File: src/rtl/uac_pkg.sv
`timescale 1ns / 1ps
`default_nettype none
package uac_pkg;

	localparam int LONGEST_PATTERN_DEF = 15;
	localparam int OS_COUNT  = 15;
	localparam int BRW_COUNT = 21;
	localparam int PAT_BYTES = 15;
	localparam int OS_CODE_W  = 4;
	localparam int BRW_CODE_W = 5;
	localparam int POS_W      = 5;

	typedef logic [8*PAT_BYTES-1:0] pat_t;
	typedef logic [POS_W-1:0] pos_t;

	typedef struct packed {
		logic [7:0] text_byte;
		logic       last_byte;
	} in_beat_t;

	typedef struct packed {
		logic [OS_CODE_W-1:0]  os_code;
		logic [BRW_CODE_W-1:0] browser_code;
	} out_beat_t;

	typedef struct packed {
		logic [OS_COUNT-1:0]  os;
		logic [BRW_COUNT-1:0] brw;
	} match_t;

	// Patterns are ASCII, right-justified: byte 0 is the final character.
	localparam pat_t OS_PAT [OS_COUNT] = '{
		120'h57696E646F7773204E5420362E32,
		120'h57696E646F7773204E5420362E31,
		120'h57696E646F7773204E5420362E30,
		120'h57696E646F7773204E5420352E31,
		120'h57696E646F7773204E5420352E30,
		120'h57696E646F7773204E5420352E32,
		120'h57696E646F7773204E5420342E30,
		120'h57696E20397820342E39,
		120'h57696E646F7773203938,
		120'h69506164,
		120'h6950686F6E65,
		120'h4D6163,
		120'h416E64726F6964,
		120'h476F6F676C6520576562,
		120'h4C696E7578
	};

	localparam pos_t OS_LEN [OS_COUNT] = '{
		5'd14, 5'd14, 5'd14, 5'd14, 5'd14, 5'd14, 5'd14, 5'd10,
		5'd10, 5'd4, 5'd6, 5'd3, 5'd7, 5'd10, 5'd5
	};

	localparam logic [OS_CODE_W-1:0] OS_CODE [OS_COUNT] = '{
		4'd1, 4'd2, 4'd3, 4'd4, 4'd5, 4'd6, 4'd7, 4'd8,
		4'd9, 4'd10, 4'd10, 4'd11, 4'd12, 4'd13, 4'd14
	};

	localparam pat_t BRW_PAT [BRW_COUNT] = '{
		120'h3336305345,
		120'h4368726F6D65,
		120'h46697265666F78,
		120'h4D6F7A696C6C61,
		120'h536166617269,
		120'h54656E63656E7454726176656C6572,
		120'h4B6F6E717565726F72,
		120'h4E6176696761746F72,
		120'h4E65747363617065,
		120'h4F70657261,
		120'h49452039,
		120'h49452038,
		120'h49452037,
		120'h49452036,
		120'h49452035,
		120'h49452034,
		120'h49452033,
		120'h534520322E58204D6574615372,
		120'h546865576F726C64,
		120'h4D617874686F6E,
		120'h4D79494532
	};

	localparam pos_t BRW_LEN [BRW_COUNT] = '{
		5'd5, 5'd6, 5'd7, 5'd7, 5'd6, 5'd15, 5'd9, 5'd9,
		5'd8, 5'd5, 5'd4, 5'd4, 5'd4, 5'd4, 5'd4, 5'd4,
		5'd4, 5'd13, 5'd8, 5'd7, 5'd5
	};

	// Per-pattern compare of one window byte; positions past a pattern's end pass.
	function automatic match_t match_byte(logic [7:0] b, pos_t pos);
		match_t     m;
		logic [3:0] idx;
		idx = pos[3:0];
		for (int p = 0; p < OS_COUNT; p++) begin
			if (pos >= OS_LEN[p]) begin
				m.os[p] = 1'b1;
			end else begin
				m.os[p] = (b == OS_PAT[p][8*idx +: 8]);
			end
		end
		for (int p = 0; p < BRW_COUNT; p++) begin
			if (pos >= BRW_LEN[p]) begin
				m.brw[p] = 1'b1;
			end else begin
				m.brw[p] = (b == BRW_PAT[p][8*idx +: 8]);
			end
		end
		return m;
	endfunction

endpackage
`default_nettype wire

File: src/rtl/uac_stream_if.sv
`timescale 1ns / 1ps
`default_nettype none
interface uac_stream_if #(
	parameter type T = logic
);
	logic valid;
	logic ready;
	T     payload;

	modport source (output valid, output payload, input ready);
	modport sink   (input valid, input payload, output ready);
endinterface
`default_nettype wire

File: src/rtl/uac_cell.sv
`timescale 1ns / 1ps
`default_nettype none
module uac_cell #(
	parameter int POS = 1
) (
	input  wire logic          clk,
	input  wire logic          arst_n,
	input  wire logic          shift,
	input  wire logic          clear,
	input  wire logic [7:0]    d,
	output logic [7:0]         q,
	output uac_pkg::match_t    hit
);

	logic [7:0] hist_q;

	always_ff @(posedge clk or negedge arst_n) begin
		if (!arst_n) begin
			hist_q <= '0;
		end else if (clear) begin
			hist_q <= '0;
		end else if (shift) begin
			hist_q <= d;
		end
	end

	assign q = hist_q;

	always_comb begin
		hit = uac_pkg::match_byte(hist_q, uac_pkg::pos_t'(POS));
	end

endmodule
`default_nettype wire

File: src/rtl/uac_encode.sv
`timescale 1ns / 1ps
`default_nettype none
module uac_encode (
	input  wire uac_pkg::match_t found,
	output uac_pkg::out_beat_t   codes
);

	// Lowest set bit wins: scan from the top so the lowest index is written last.
	always_comb begin
		codes.os_code      = '0;
		codes.browser_code = '0;
		for (int i = uac_pkg::OS_COUNT - 1; i >= 0; i--) begin
			if (found.os[i]) begin
				codes.os_code = uac_pkg::OS_CODE[i];
			end
		end
		for (int i = uac_pkg::BRW_COUNT - 1; i >= 0; i--) begin
			if (found.brw[i]) begin
				codes.browser_code = uac_pkg::BRW_CODE_W'(i + 1);
			end
		end
	end

endmodule
`default_nettype wire

File: src/rtl/user_agent_classifier.sv
`timescale 1ns / 1ps
`default_nettype none
// Classifies a user-agent string fed one byte per beat on text_in; the beat
// with last_byte set yields one beat on class_out carrying an OS code and a
// browser code (0 when nothing matched), registered when that byte is taken.
// Unless stalled, a byte is taken every cycle: the incoming byte and the
// LONGEST_PATTERN-1 history cells are compared in parallel against the whole
// pattern table, and the hits fold into sticky per-pattern bits. text_in stalls
// only while a finished result is held and class_out is not ready. A zero byte
// stops matching for the rest of the string. State clears with the last byte;
// there is no clearing pass after reset.
module user_agent_classifier #(
	parameter int LONGEST_PATTERN = uac_pkg::LONGEST_PATTERN_DEF
) (
	input  wire logic clk,
	input  wire logic arst_n,
	uac_stream_if.sink   text_in,
	uac_stream_if.source class_out
);

	localparam int HIST_DEPTH = LONGEST_PATTERN - 1;

	uac_pkg::in_beat_t  in_beat;
	uac_pkg::match_t    cell_hit [HIST_DEPTH];
	logic [7:0]         cell_q   [HIST_DEPTH];
	uac_pkg::match_t    window_hit;
	uac_pkg::match_t    found_q;
	uac_pkg::match_t    found_next;
	uac_pkg::out_beat_t codes;
	uac_pkg::out_beat_t out_q;
	logic               out_valid_q;
	logic               ended_q;
	logic               in_acc;
	logic               active;
	logic               shift;
	logic               clear;

	assign in_beat       = text_in.payload;
	assign text_in.ready = !out_valid_q || class_out.ready;
	assign in_acc        = text_in.valid && text_in.ready;
	assign active        = !ended_q && (in_beat.text_byte != 8'd0);
	assign shift         = in_acc && active;
	assign clear         = in_acc && in_beat.last_byte;

	for (genvar k = 0; k < HIST_DEPTH; k++) begin : g_cell
		logic [7:0] d;
		if (k == 0) begin : g_head
			assign d = in_beat.text_byte;
		end else begin : g_body
			assign d = cell_q[k-1];
		end
		uac_cell #(
			.POS (k + 1)
		) u_cell (
			.clk    (clk),
			.arst_n (arst_n),
			.shift  (shift),
			.clear  (clear),
			.d      (d),
			.q      (cell_q[k]),
			.hit    (cell_hit[k])
		);
	end

	always_comb begin
		window_hit = uac_pkg::match_byte(in_beat.text_byte, '0);
		for (int k = 0; k < HIST_DEPTH; k++) begin
			window_hit.os  = window_hit.os & cell_hit[k].os;
			window_hit.brw = window_hit.brw & cell_hit[k].brw;
		end
		found_next = found_q;
		if (active) begin
			found_next.os  = found_q.os | window_hit.os;
			found_next.brw = found_q.brw | window_hit.brw;
		end
	end

	uac_encode u_encode (
		.found (found_next),
		.codes (codes)
	);

	always_ff @(posedge clk or negedge arst_n) begin
		if (!arst_n) begin
			found_q <= '0;
			ended_q <= 1'b0;
		end else if (clear) begin
			found_q <= '0;
			ended_q <= 1'b0;
		end else if (in_acc) begin
			found_q <= found_next;
			if (in_beat.text_byte == 8'd0) begin
				ended_q <= 1'b1;
			end
		end
	end

	always_ff @(posedge clk or negedge arst_n) begin
		if (!arst_n) begin
			out_valid_q <= 1'b0;
		end else if (clear) begin
			out_valid_q <= 1'b1;
		end else if (class_out.ready) begin
			out_valid_q <= 1'b0;
		end
	end

	always_ff @(posedge clk) begin
		if (clear) begin
			out_q <= codes;
		end
	end

	assign class_out.valid   = out_valid_q;
	assign class_out.payload = out_q;

	a_result_after_last: assert property (@(posedge clk) disable iff (!arst_n)
		$rose(out_valid_q) |-> $past(in_acc && in_beat.last_byte))
		else $error("result beat without a last byte");

	a_cleared_after_last: assert property (@(posedge clk) disable iff (!arst_n)
		clear |=> (found_q == '0) && !ended_q)
		else $error("match state not cleared after last byte");

	a_hist_frozen: assert property (@(posedge clk) disable iff (!arst_n)
		(ended_q && !clear) |=> $stable(cell_q[0]))
		else $error("history moved after string end");

	a_no_overwrite: assert property (@(posedge clk) disable iff (!arst_n)
		(out_valid_q && !class_out.ready) |=> $stable(out_q) && out_valid_q)
		else $error("held result lost");

	a_os_range: assert property (@(posedge clk) disable iff (!arst_n)
		out_valid_q |-> (out_q.os_code <= 4'd14))
		else $error("os code out of range");

endmodule
`default_nettype wire

File: src/flat_wrapper.sv
// flat-port wrapper written by rule: the top's interface ports become plain ports
module user_agent_classifier_flat import uac_pkg::*;
#(
	parameter int LONGEST_PATTERN = uac_pkg::LONGEST_PATTERN_DEF
)
  (clk, arst_n, text_in_valid, text_in_payload, text_in_ready, class_out_valid, class_out_payload, class_out_ready);
  uac_stream_if #(.T(in_beat_t)) text_in_i ();
  uac_stream_if #(.T(out_beat_t)) class_out_i ();
  input  wire logic clk;
  input  wire logic arst_n;
  input wire logic [$bits(text_in_i.valid)-1:0] text_in_valid;
  input wire logic [$bits(text_in_i.payload)-1:0] text_in_payload;
  output wire logic [$bits(text_in_i.ready)-1:0] text_in_ready;
  output wire logic [$bits(class_out_i.valid)-1:0] class_out_valid;
  output wire logic [$bits(class_out_i.payload)-1:0] class_out_payload;
  input wire logic [$bits(class_out_i.ready)-1:0] class_out_ready;
  assign text_in_i.valid = text_in_valid;
  assign text_in_i.payload = text_in_payload;
  assign text_in_ready = text_in_i.ready;
  assign class_out_valid = class_out_i.valid;
  assign class_out_payload = class_out_i.payload;
  assign class_out_i.ready = class_out_ready;
  user_agent_classifier #(.LONGEST_PATTERN(LONGEST_PATTERN)) u_core (.clk(clk), .arst_n(arst_n), .text_in(text_in_i), .class_out(class_out_i));
endmodule
File: config.mk
export PLATFORM = sky130hd
export DESIGN_NAME = user_agent_classifier_flat
export DESIGN_NICKNAME = d
export VERILOG_FILES = /design/src/rtl/uac_pkg.sv /design/src/rtl/uac_stream_if.sv /design/src/rtl/uac_cell.sv /design/src/rtl/uac_encode.sv /design/src/rtl/user_agent_classifier.sv /design/src/flat_wrapper.sv
export SDC_FILE = /design/constraint.sdc
export NUM_CORES = 1
export LEC_CHECK = 0
export ABC_AREA = 1
export BUFFER_PORTS_ARGS = -buffer_cell sky130_fd_sc_hd__buf_4
export CAP_MARGIN = 20
export CORE_UTILIZATION = 40
export DETAILED_ROUTE_END_ITERATION = 6
export GPL_ROUTABILITY_DRIVEN = 1
export GPL_TIMING_DRIVEN = 0
export PLACE_DENSITY_LB_ADDON = 0.2
export SLEW_MARGIN = 10
export SYNTH_ARGS = -nofsm -noshare
export SYNTH_HDL_FRONTEND = slang
export SYNTH_SLANG_ARGS = --single-unit
File: constraint.sdc
create_clock -name clk -period 5.8 [get_ports clk]
set_input_delay 0.29 -clock clk [delete_from_list [all_inputs] [get_ports clk]]
set_output_delay 0.29 -clock clk [all_outputs]
set_load 0.1 [all_outputs]
# [Word level (Yosys, flattened, before mapping)]
# Index checks and enable logic that the tools add are counted.
[totals] in_bits=13 word_cells=286 output_inout_bits=11 regBits=159
[op_classes] n_reduce_logical=19 n_bitwise=29 eq_ne=143 n_mux=70
[op_table] op="8-bit by 7-bit == test with 1-bit output, second input constant" n=117
[op_table] op="21-bit bitwise AND" n=14
[op_table] op="8-bit two-way mux" n=28
[op_table] op="8-bit by 6-bit == test with 1-bit output, second input constant" n=26
[op_table] op="15-bit bitwise AND" n=13
[op_table] op="36-bit two-way mux" n=3
[op_table] op="4-bit two-way mux" n=16
[op_table] op="5-bit two-way mux" n=6
[op_table] op="3-bit two-way mux" n=8
[op_table] op="21-bit bitwise OR" n=1
[op_table] op="15-bit bitwise OR" n=1
[op_table] op="15-bit OR reduction" n=1
[op_table] op="7-bit OR reduction" n=2
[op_table] op="8-bit zero test" n=1
[op_table] op="2-bit two-way mux" n=4
[op_table] op="2-bit nonzero test" n=4
[op_table] op="8-bit nonzero test" n=1
[op_table] op="3-bit OR reduction" n=2
[op_table] op="1-bit two-way mux" n=5
[op_table] op="1-bit logical AND" n=4
[op_table] op="1-bit zero test" n=2
[op_table] op="2-bit AND reduction" n=1
[op_table] op="1-bit logical OR" n=1

# [Logic depth before layout (Yosys ltp)]
# Gate-level depths: netlist of run 1.
[logic_depth] ltp_word=37 mapped_depth=28 depth_no_buf=28

# [Hierarchy]
# Synthesis of run 1 repeated with hierarchy kept, for this count alone.
[unflattened] hier_cells=2294 area_unflattened_um2=14448.9
[by_module_without_submodules] mod="user_agent_classifier" area_per_inst_um2=4391.7 instances=1 cells_each=785 seq_area_each_um2=1221.2
[by_module_without_submodules] mod="uac_cell (u_core.g_cell[10].u_cell ...)" area_per_inst_um2=676.9 instances=2 cells_each=93 seq_area_each_um2=200.2
[by_module_without_submodules] mod="uac_cell (u_core.g_cell[0].u_cell)" area_per_inst_um2=724.4 instances=1 cells_each=111 seq_area_each_um2=200.2
[by_module_without_submodules] mod="uac_cell (u_core.g_cell[6].u_cell)" area_per_inst_um2=714.4 instances=1 cells_each=105 seq_area_each_um2=200.2
[by_module_without_submodules] mod="uac_cell (u_core.g_cell[4].u_cell)" area_per_inst_um2=713.2 instances=1 cells_each=110 seq_area_each_um2=200.2
[by_module_without_submodules] mod="uac_cell (u_core.g_cell[5].u_cell)" area_per_inst_um2=708.2 instances=1 cells_each=108 seq_area_each_um2=200.2
[by_module_without_submodules] mod="uac_cell (u_core.g_cell[3].u_cell)" area_per_inst_um2=703.2 instances=1 cells_each=114 seq_area_each_um2=200.2
[by_module_without_submodules] mod="uac_cell (u_core.g_cell[1].u_cell)" area_per_inst_um2=700.7 instances=1 cells_each=114 seq_area_each_um2=200.2
[by_module_without_submodules] mod="uac_cell (u_core.g_cell[2].u_cell)" area_per_inst_um2=696.9 instances=1 cells_each=109 seq_area_each_um2=200.2
[by_module_without_submodules] mod="uac_cell (u_core.g_cell[7].u_cell)" area_per_inst_um2=694.4 instances=1 cells_each=101 seq_area_each_um2=200.2
[by_module_without_submodules] mod="uac_cell (u_core.g_cell[8].u_cell)" area_per_inst_um2=694.4 instances=1 cells_each=99 seq_area_each_um2=200.2
[by_module_without_submodules] mod="uac_cell (u_core.g_cell[9].u_cell)" area_per_inst_um2=658.1 instances=1 cells_each=88 seq_area_each_um2=200.2
[by_module_without_submodules] mod="uac_cell (u_core.g_cell[12].u_cell)" area_per_inst_um2=650.6 instances=1 cells_each=85 seq_area_each_um2=200.2
[by_module_without_submodules] mod="uac_cell (u_core.g_cell[13].u_cell)" area_per_inst_um2=635.6 instances=1 cells_each=80 seq_area_each_um2=200.2
[by_module_without_submodules] mod="uac_encode" area_per_inst_um2=409.1 instances=1 cells_each=99 seq_area_each_um2=0.0

# [Worst setup path before layout of run 1]
# No wires, ideal clock.
[synth_timing] kind="reg-to-reg" from="reg u_core.out_valid_q, in the netlist u_core.class_out.valid" to="reg u_core.g_cell[4].u_cell.hist_q[0]" t_required_ns=5.662 setup_ns=0.138 stages_incl_launch_ff=9 setup_slack_ns=2.426 synth_period_minus_slack_ns=3.374 t_arrival_ns=3.236 n_path_buf=3 cell_sequence="dfrtp_1 -> nand2_1 -> nand2_1 -> clkbuf_1 -> nor2_1 -> nand2_1 -> clkbuf_1 -> clkbuf_1 -> o22ai_1"
[synth_via] elab_chain_cells=5 elab_cells_between_ends=7 classes_between="mux: 1; reduce/logical: 6"
[synth_lines] item="from (decl)" line="user_agent_classifier.sv:31" text="logic out_valid_q;"
[synth_lines] item="from (signal assigned)" line="user_agent_classifier.sv:100" text="out_valid_q <= 1'b0;"
[synth_lines] item="from (signal assigned)" line="user_agent_classifier.sv:102" text="out_valid_q <= 1'b1;"
[synth_lines] item="from (signal assigned)" line="user_agent_classifier.sv:104" text="out_valid_q <= 1'b0;"
[synth_lines] item="1-bit zero test (*)" line="user_agent_classifier.sv:39" text="assign text_in.ready = !out_valid_q || class_out.ready;"
[synth_lines] item="1-bit logical OR (*)" line="user_agent_classifier.sv:39"
[synth_lines] item="named net text_in_ready" line="flat_wrapper.sv:13" text="output wire logic [$bits(text_in_i.ready)-1:0] text_in_ready;"
[synth_lines] item="1-bit logical AND (*)" line="user_agent_classifier.sv:40" text="assign in_acc = text_in.valid && text_in.ready;"
[synth_lines] item="1-bit logical AND, on equally long branches" line="user_agent_classifier.sv:43, user_agent_classifier.sv:42"
[synth_lines] item="8-bit two-way mux / 2-bit nonzero test (equally long branches)"
[synth_lines] item="to (signal assigned)" line="uac_cell.sv:19" text="hist_q <= '0;"
[synth_lines] item="to (signal assigned)" line="uac_cell.sv:21" text="hist_q <= '0;"
[synth_lines] item="to (signal assigned)" line="uac_cell.sv:23" text="hist_q <= d;"
[synth_lines] item="to (decl)" line="uac_cell.sv:15" text="logic [7:0] hist_q;"
# Mark *: on every way through the listed nets, which the timed path passes. The rest lies on a longest branch.
# A chain may end at the register's enable or synchronous reset.

# [Worst setup path in the final report of run 1]
[layout_timing] from="reg u_core.g_cell[7].u_cell.hist_q[7]" to="reg u_core.out_q, in the netlist u_core.class_out.payload[0] (data pin)"
[layout_via] elab_chain_cells=27 elab_cells_between_ends=30 classes_between="eq/ne: 4; mux: 18; bitwise: 8"
[layout_lines] item="from (decl)" line="uac_cell.sv:15"
[layout_lines] item="from (signal assigned)" line="uac_cell.sv:19"
[layout_lines] item="from (signal assigned)" line="uac_cell.sv:21"
[layout_lines] item="from (signal assigned)" line="uac_cell.sv:23"
[layout_lines] item="8-bit by 6-bit == test with 1-bit output" line="uac_pkg.sv:106" text="m.brw[p] = (b == BRW_PAT[p][8*idx +: 8]);"
[layout_lines] item="21-bit bitwise AND (*) (7 in a row)" line="user_agent_classifier.sv:69" text="window_hit.brw = window_hit.brw & cell_hit[k].brw;"
[layout_lines] item="21-bit bitwise OR (*)" line="user_agent_classifier.sv:74" text="found_next.brw = found_q.brw | window_hit.brw;"
[layout_lines] item="36-bit two-way mux (*)" line="user_agent_classifier.sv:72" text="if (active) begin"
[layout_lines] item="5-bit two-way mux (3 in a row)" line="uac_encode.sv:18" text="if (found.brw[i]) begin"
[layout_lines] item="4-bit two-way mux (8 in a row)" line="uac_encode.sv:18"
[layout_lines] item="3-bit two-way mux" line="uac_encode.sv:18"
[layout_lines] item="3-bit two-way mux (*) (3 in a row)" line="uac_encode.sv:18"
[layout_lines] item="2-bit two-way mux (*) (2 in a row)" line="uac_encode.sv:18"
[layout_lines] item="to (signal assigned)" line="user_agent_classifier.sv:110" text="out_q <= codes;"
[layout_lines] item="to (decl)" line="user_agent_classifier.sv:30" text="uac_pkg::out_beat_t out_q;"
# Every way passes the cells marked *; elsewhere a longest branch is shown, timed or not.

==> results.yml, run 1 <==
run_status:
  status: "finished with violations"
  violations: "DRC"
critical_path:
  cp.arrival_ns: 3.70
  critical_path_class: "flop to flop"
  worstPathRequired_ns: 5.99
  cp-end-kind: "flop"
  r2r_slack_ns: 2.30
  worstPathMaxFanout: 4
  worstSetupStartpointType: "flop"
layout:
  layout_commonest_cell: "inv_1"
  layout_common_cells: "205 x inv_1, 187 x nand2_1, 150 x nor2_1, 150 x dfrtp_1, 111 x o22ai_1"
  nets: 1187
  stdcell_count: 1457
  final_design_area_no_fill_um2: 9680
  final_layout_size_suffix_gt1_share_pct: 7.33
  layout-area-overhead-vs-synth_pct: 13.7
  diodes: 0
  fillers: 2113
detailed_routing:
  wl_per_cell_um: 21.0
  vias: 8373
  dr.pass1.iters: 7
  wl_mm: 30.6
  drt_first_iter_violations: 1044
  postRouteAntennaNets: 0
  drc: 2
  via_per_inst: 5.75
pwr:
  combPwrFrac_pct: 9.1
  power.internal_mw: 1.76
  power_switching_uw: 754
  ir_drop_uv: 178
  p_seq_share_pct: 45.5
  p_sw_share_pct: 29.9
  power.density_cell_area_nw_per_um2: 260
  power.leakage_nw: 4.00
  p_clk_share_pct: 45.4
  finalPower_mw: 2.52
clock_tree:
  numClockSinks: 159
  cts_setup_buffers: 0
  root_buffer: "clkbuf_16"
  clk_pin_slew_ns: 0.07
  htreeDepth: 4
  clk_path_buf_depth: 2
  cts-buffers-inserted: 17
  clock_latency_ns: 0.44
  cts_tree: "built"
timing:
  fin_skew_ns: 0.0119
  totalNegativeSetupSlack_ns: 0
  fmax_ghz: 0.285
  post-route-min-period_ns: 3.50
  hold_viol: 0
  slew_viol_final: 0
  slew_headroom_pct: 38.4
  period_share_pct: 60.4
  worst_slew_pin_slew_ns: 0.924
  setup_viol: 0
  rsz0062_at_grt: "false"
die:
  core_region_area_um2: 20600
  dieArea_um2: 21900
  start_util_pct: 41.4
  die_width_um: 148
  die_h_um: 148
  placementRows: 52
  ios: 24
grt:
  grt_pass1_vias: 7819
  grt_pass1_wl_mm: 47.1
  antenna_found_initial: 0
  grt-ovfl-total: 0
  track_usage_pct: 29.2
  grt_max_degree: 102
synth:
  seq_area_frac_synth_pct: 47.3
  synth_cells: 1129
  synth_cell_types: 34
  synth_seq_cells: 159
  synth_area_um2: 8510
  yosysWarnings: 0
  syn_nets: 1142
  avgSynthCellArea_um2: 7.54
placed_design:
  finalWeightedCongestion: 0.978
  dpl.hpwl_mm: 24.3
  dp.cells: 1423
  dpl-instance-area_um2: 9060
  port_buffers: 23
hold_path:
  hp-class: "primary input to flop"
run:
  maxCapViolations: 0
registers in the layout, indices dropped and copies added, names as in the netlist:
register,count
u_core.class_out.payload,9
u_core.class_out.valid,1
u_core.ended_q,1
u_core.found_q,36
u_core.g_cell.u_cell.q,112
metrics by stage:
| stage | util, % | setup WS, ns | hold WS, ns |
|---|---|---|---|
| floorplan | - | 2.43 | -0.00559 |
| CTS | 47.0 | 2.51 | 0.163 |
| global route | 47.1 | 2.24 | 0.203 |
| global placement | 43.9 | 2.47 | 0.496 |
| finish | 47.1 | 2.30 | 0.176 |
| detailed placement | 44.1 | 2.52 | 0.235 |
what timing repair did:
item,in CTS,in global routing
gates resized for setup,0,0
hold buffers,1,0
hold endpoints to repair,49,0
path summary, 6_finish.rpt:
| check | startpoint | to | cells past startpoint |
|---|---|---|---|
| min reg2reg | u_core.found_q[26] | u_core.found_q[26] | 2 |
| max reg2reg | u_core.g_cell[7].u_cell.q[7] | u_core.class_out.payload[0] | 14 |
| min in group asynchronous | arst_n | u_core.g_cell[7].u_cell.q[1] | 2 |
| min | text_in_payload[7] | u_core.g_cell[0].u_cell.q[6] | 3 |
| max in group asynchronous | arst_n | u_core.g_cell[0].u_cell.q[2] | 3 |
| max | u_core.g_cell[7].u_cell.q[7] | u_core.class_out.payload[0] | 14 |
synthesized netlist by cell type:
| cell | number | area [um^2] |
|---|---|---|
| a211oi_1 | 8 | 60.1 |
| a21oi_1 | 46 | 230 |
| a21oi_2 | 1 | 8.76 |
| a31o_1 | 1 | 8.76 |
| a31o_2 | 1 | 8.76 |
| a31oi_1 | 2 | 12.5 |
| a41oi_1 | 3 | 26.3 |
| and2_1 | 2 | 12.5 |
| and3_1 | 3 | 18.8 |
| buf_2 | 1 | 5.00 |
| clkbuf_1 | 31 | 116 |
| dfrtp_1 | 150 | 3750 |
| edfxtp_1 | 9 | 270 |
| inv_1 | 205 | 769 |
| inv_2 | 6 | 22.5 |
| nand2_1 | 187 | 702 |
| nand2_2 | 3 | 18.8 |
| nand3_1 | 55 | 275 |
| nand3_2 | 1 | 10.0 |
| nand4_1 | 43 | 269 |
| nor2_1 | 150 | 563 |
| nor2_2 | 12 | 75.1 |
| nor2_4 | 3 | 33.8 |
| nor3_1 | 46 | 230 |
| nor3_2 | 1 | 10.0 |
| nor3b_1 | 2 | 15.0 |
| nor4_1 | 34 | 213 |
| o21a_1 | 1 | 7.51 |
| o21ai_0 | 6 | 30.0 |
| o21ai_1 | 2 | 10.0 |
| o21ai_4 | 1 | 16.3 |
| o22ai_1 | 111 | 694 |
| o31ai_1 | 1 | 7.51 |
| or4_1 | 1 | 7.51 |
cells by family after synthesis:
logic type / Yosys count / synth area share (%)
simple gates: 543 / 28.8
compound gates: 184 / 13.2
flops: 159 / 47.3
buf+inv: 243 / 10.7
power by group through the flow:
stage | registers, mW | clock network (mW) | logic (mW)
2_1_floorplan | 1.19 | 0 | 0.110
3_3_place_gp | 1.17 | 0 | 0.222
3_5_place_dp | 1.17 | 0 | 0.224
4_1_cts | 1.15 | 1.16 | 0.226
5_1_grt | 1.15 | 1.20 | 0.246
6_report | 1.15 | 1.14 | 0.229
area by class of cell:
class	count	area [um^2]	area share (%)
clock inverters	15	180	1.86
repair buffers	26	225	2.33
well taps	270	338	3.49
plain buffers	32	121	1.25
flip-flops and latches	159	4020	41.6
clock buffers	17	425	4.39
multi-input cells	727	3570	36.9
inverters	211	792	8.18
critical path, stage by stage, from the launching register on:
cell	delay, ns
dfrtp_1	0.41
nor2_1	0.38
nand3_1	0.13
nor4_1	0.58
nand4_1	0.28
nor4_1	0.66
nand3_1	0.24
nand2_1	0.15
inv_1	0.08
nand2_1	0.06
nand2_1	0.04
nand2_1	0.06
nand2_1	0.05
nand2_1	0.06
nand2_1	0.07
per-layer routing:
layer | global-route usage (%) | share of wire [%] | vias to the layer above | wire length, um
li1 | - | - | 3887 | -
met1 | 44.5 | 47 | 4061 | 14500
met2 | 42.2 | 42 | 381 | 13000
met3 | 4.29 | 7.8 | 44 | 2400
met4 | 9.38 | 2.4 | 0 | 722
met5 | 0 | 0 | - | 0
(Power assumes the default switching activity.)
==> run 2, diff against run 1 <==
Clock period 5.8 ns to 3.5 ns, I/O delays scaled along.
==> run 2 against run 1 <==
  * The run now ends clean
  * Wire length grew 0.29%
  * Via count grew 0.53%
  * Power grew 66%
  * Final area is essentially flat
  * Die area is the same
  * Combinational power grew 66%
  * Clock-buffer cell count is the same
  * Clock power grew 67%
  * Global-route usage is the same
  * Register-to-register slack lost 2.3 ns
  * Critical path type unchanged
  * Critical endpoint unchanged
==> results.yml, run 2 (same netlist as run 1, synthesis figures left out) <==
run_status:
  status: "completed"
timing:
  post-route-min-period_ns: 3.46
  hold_viol: 0
  period_share_pct: 98.8
  totalNegativeSetupSlack_ns: 0
  fmax_ghz: 0.289
  rsz0062_at_grt: "false"
  slew_viol_final: 0
  hold_slack_ns: 0.0567
  slew_headroom_pct: 38.5
  worst_slack_ns: 0.0431
  setup_viol: 0
  worst_slew_pin_slew_ns: 0.923
  fin_skew_ns: 0.0138
pwr:
  power_switching_mw: 1.25
  finalPower_mw: 4.17
  power.internal_mw: 2.92
  p_clk_share_pct: 45.4
  p_seq_share_pct: 45.5
  combPwrFrac_pct: 9.1
  power.leakage_nw: 4.00
  power.density_cell_area_nw_per_um2: 431
  p_sw_share_pct: 30.0
  ir_drop_uv: 297
layout:
  final_util_pct: 47.1
  largest_reg_flops: 112
  final_design_area_no_fill_um2: 9690
  multi_input_area_um2: 3580
  layout_common_cells: "205 x inv_1, 187 x nand2_1, 150 x nor2_1, 150 x dfrtp_1, 111 x o22ai_1"
  diodes: 0
  layout_commonest_cell: "inv_1"
  fillers: 2112
  layout-area-overhead-vs-synth_pct: 13.8
  register_area_um2: 4020
  stdcell_count: 1457
  final_layout_size_suffix_gt1_share_pct: 7.41
  nets: 1187
clock_tree:
  clk_pin_slew_ns: 0.07
  cts_tree: "built"
  root_buffer: "clkbuf_16"
  numClockSinks: 159
  clk_path_buf_depth: 2
  clock_latency_ns: 0.44
  cts_setup_buffers: 0
  htreeDepth: 4
  cts-buffers-inserted: 17
placed_design:
  dpl.hpwl_mm: 24.3
  dpl-instance-area_um2: 9060
  dp.cells: 1423
  finalWeightedCongestion: 0.978
  port_buffers: 23
  pre_cts_ws_ns: 0.221
critical_path:
  cp.arrival_ns: 3.65
  r2r_slack_ns: 0.04
  cp-end-kind: "flop"
  critical_path_class: "flop to flop"
  worstSetupStartpointType: "flop"
  worst_r2r_path_depth: 14
  reg2reg_from: "u_core.g_cell[7].u_cell.q[7]"
  r2r_end: "u_core.class_out.payload[0]"
  worstPathMaxFanout: 4
  worstPathRequired_ns: 3.69
grt:
  grt_max_degree: 102
  grt_pass1_wl_mm: 47.1
  antenna_found_initial: 0
  track_usage_pct: 29.2
  grt-ovfl-total: 0
  grt_pass1_vias: 7819
hold_path:
  hold_end: "u_core.g_cell[0].u_cell.q[6]"
  hp-class: "primary input to flop"
  min_path_cells: 3
  hold_start: "text_in_payload[7]"
detailed_routing:
  wl_mm: 30.7
  via_per_inst: 5.78
  vias: 8417
  drt_first_iter_violations: 1013
  drc: 0
  dr.pass1.iters: 7
  postRouteAntennaNets: 0
  wl_per_cell_um: 21.1
die:
  start_util_pct: 41.4
  die_width_um: 148
  ios: 24
  die_h_um: 148
  core_region_area_um2: 20600
  dieArea_um2: 21900
  placementRows: 52
run:
  maxCapViolations: 0
## run 2: power by group through the flow
| stage | clock, mW | sequential (mW) | combinational [mW] |
|---|---|---|---|
| after CTS | 1.92 | 1.90 | 0.374 |
| final | 1.90 | 1.90 | 0.379 |
| after global placement | 0 | 1.93 | 0.368 |
| after global routing | 2.00 | 1.90 | 0.408 |
| after floorplan | 0 | 1.97 | 0.183 |
| after detailed placement | 0 | 1.94 | 0.372 |
## run 2: worst max-delay path, cell delays in order (launching register included)
cell,delay (ns)
dfrtp_1,0.41
nor2_1,0.40
nand3_1,0.14
nor4_1,0.56
nand4_1,0.28
nor4_1,0.64
nand3_1,0.22
nand2_1,0.15
inv_1,0.08
nand2_1,0.06
nand2_1,0.04
nand2_1,0.06
nand2_1,0.05
nand2_1,0.06
nand2_1,0.07
## run 2: repair_timing
| item | CTS | global route |
|---|---|---|
| resized for setup | 0 | 1 |
| hold buffers | 1 | 0 |
| endpoints found under the setup margin | 0 | 1 |
| hold endpoints to repair | 49 | 0 |
## run 2: how the worst max path moves through the flow
stage	endpoint	slack [ns]	startpoint
finish	u_core.class_out.payload[0]	0.04	u_core.g_cell[7].u_cell.q[7]
global route	u_core.class_out.payload[0]	0.07	u_core.g_cell[3].u_cell.q[6]
CTS	u_core.class_out.payload[0]	0.21	u_core.g_cell[7].u_cell.q[7]
detailed placement	u_core.class_out.payload[0]	0.22	u_core.g_cell[7].u_cell.q[7]
global placement	u_core.class_out.payload[0]	0.17	u_core.g_cell[7].u_cell.q[7]
floorplan	u_core.g_cell[4].u_cell.q[0]	0.13	u_core.class_out.valid
## run 2: layout make-up
type / instances / area share [%]
inverters: 211 / 8.18
repair buffers: 26 / 2.33
multi-input cells: 727 / 37.0
flip-flops and latches: 159 / 41.5
well taps: 270 / 3.49
clock inverters: 15 / 1.86
plain buffers: 32 / 1.25
clock buffers: 17 / 4.39
## run 2: routing by layer
| layer | routed length (um) | vias up | share of wire [%] | GRT usage (%) |
|---|---|---|---|---|
| met5 | 0 | - | 0 | 0 |
| met1 | 14500 | 4070 | 47 | 44.5 |
| met4 | 726 | 0 | 2.4 | 9.38 |
| met3 | 2460 | 51 | 8.0 | 4.29 |
| met2 | 13000 | 410 | 42 | 42.2 |
| li1 | - | 3886 | - | - |
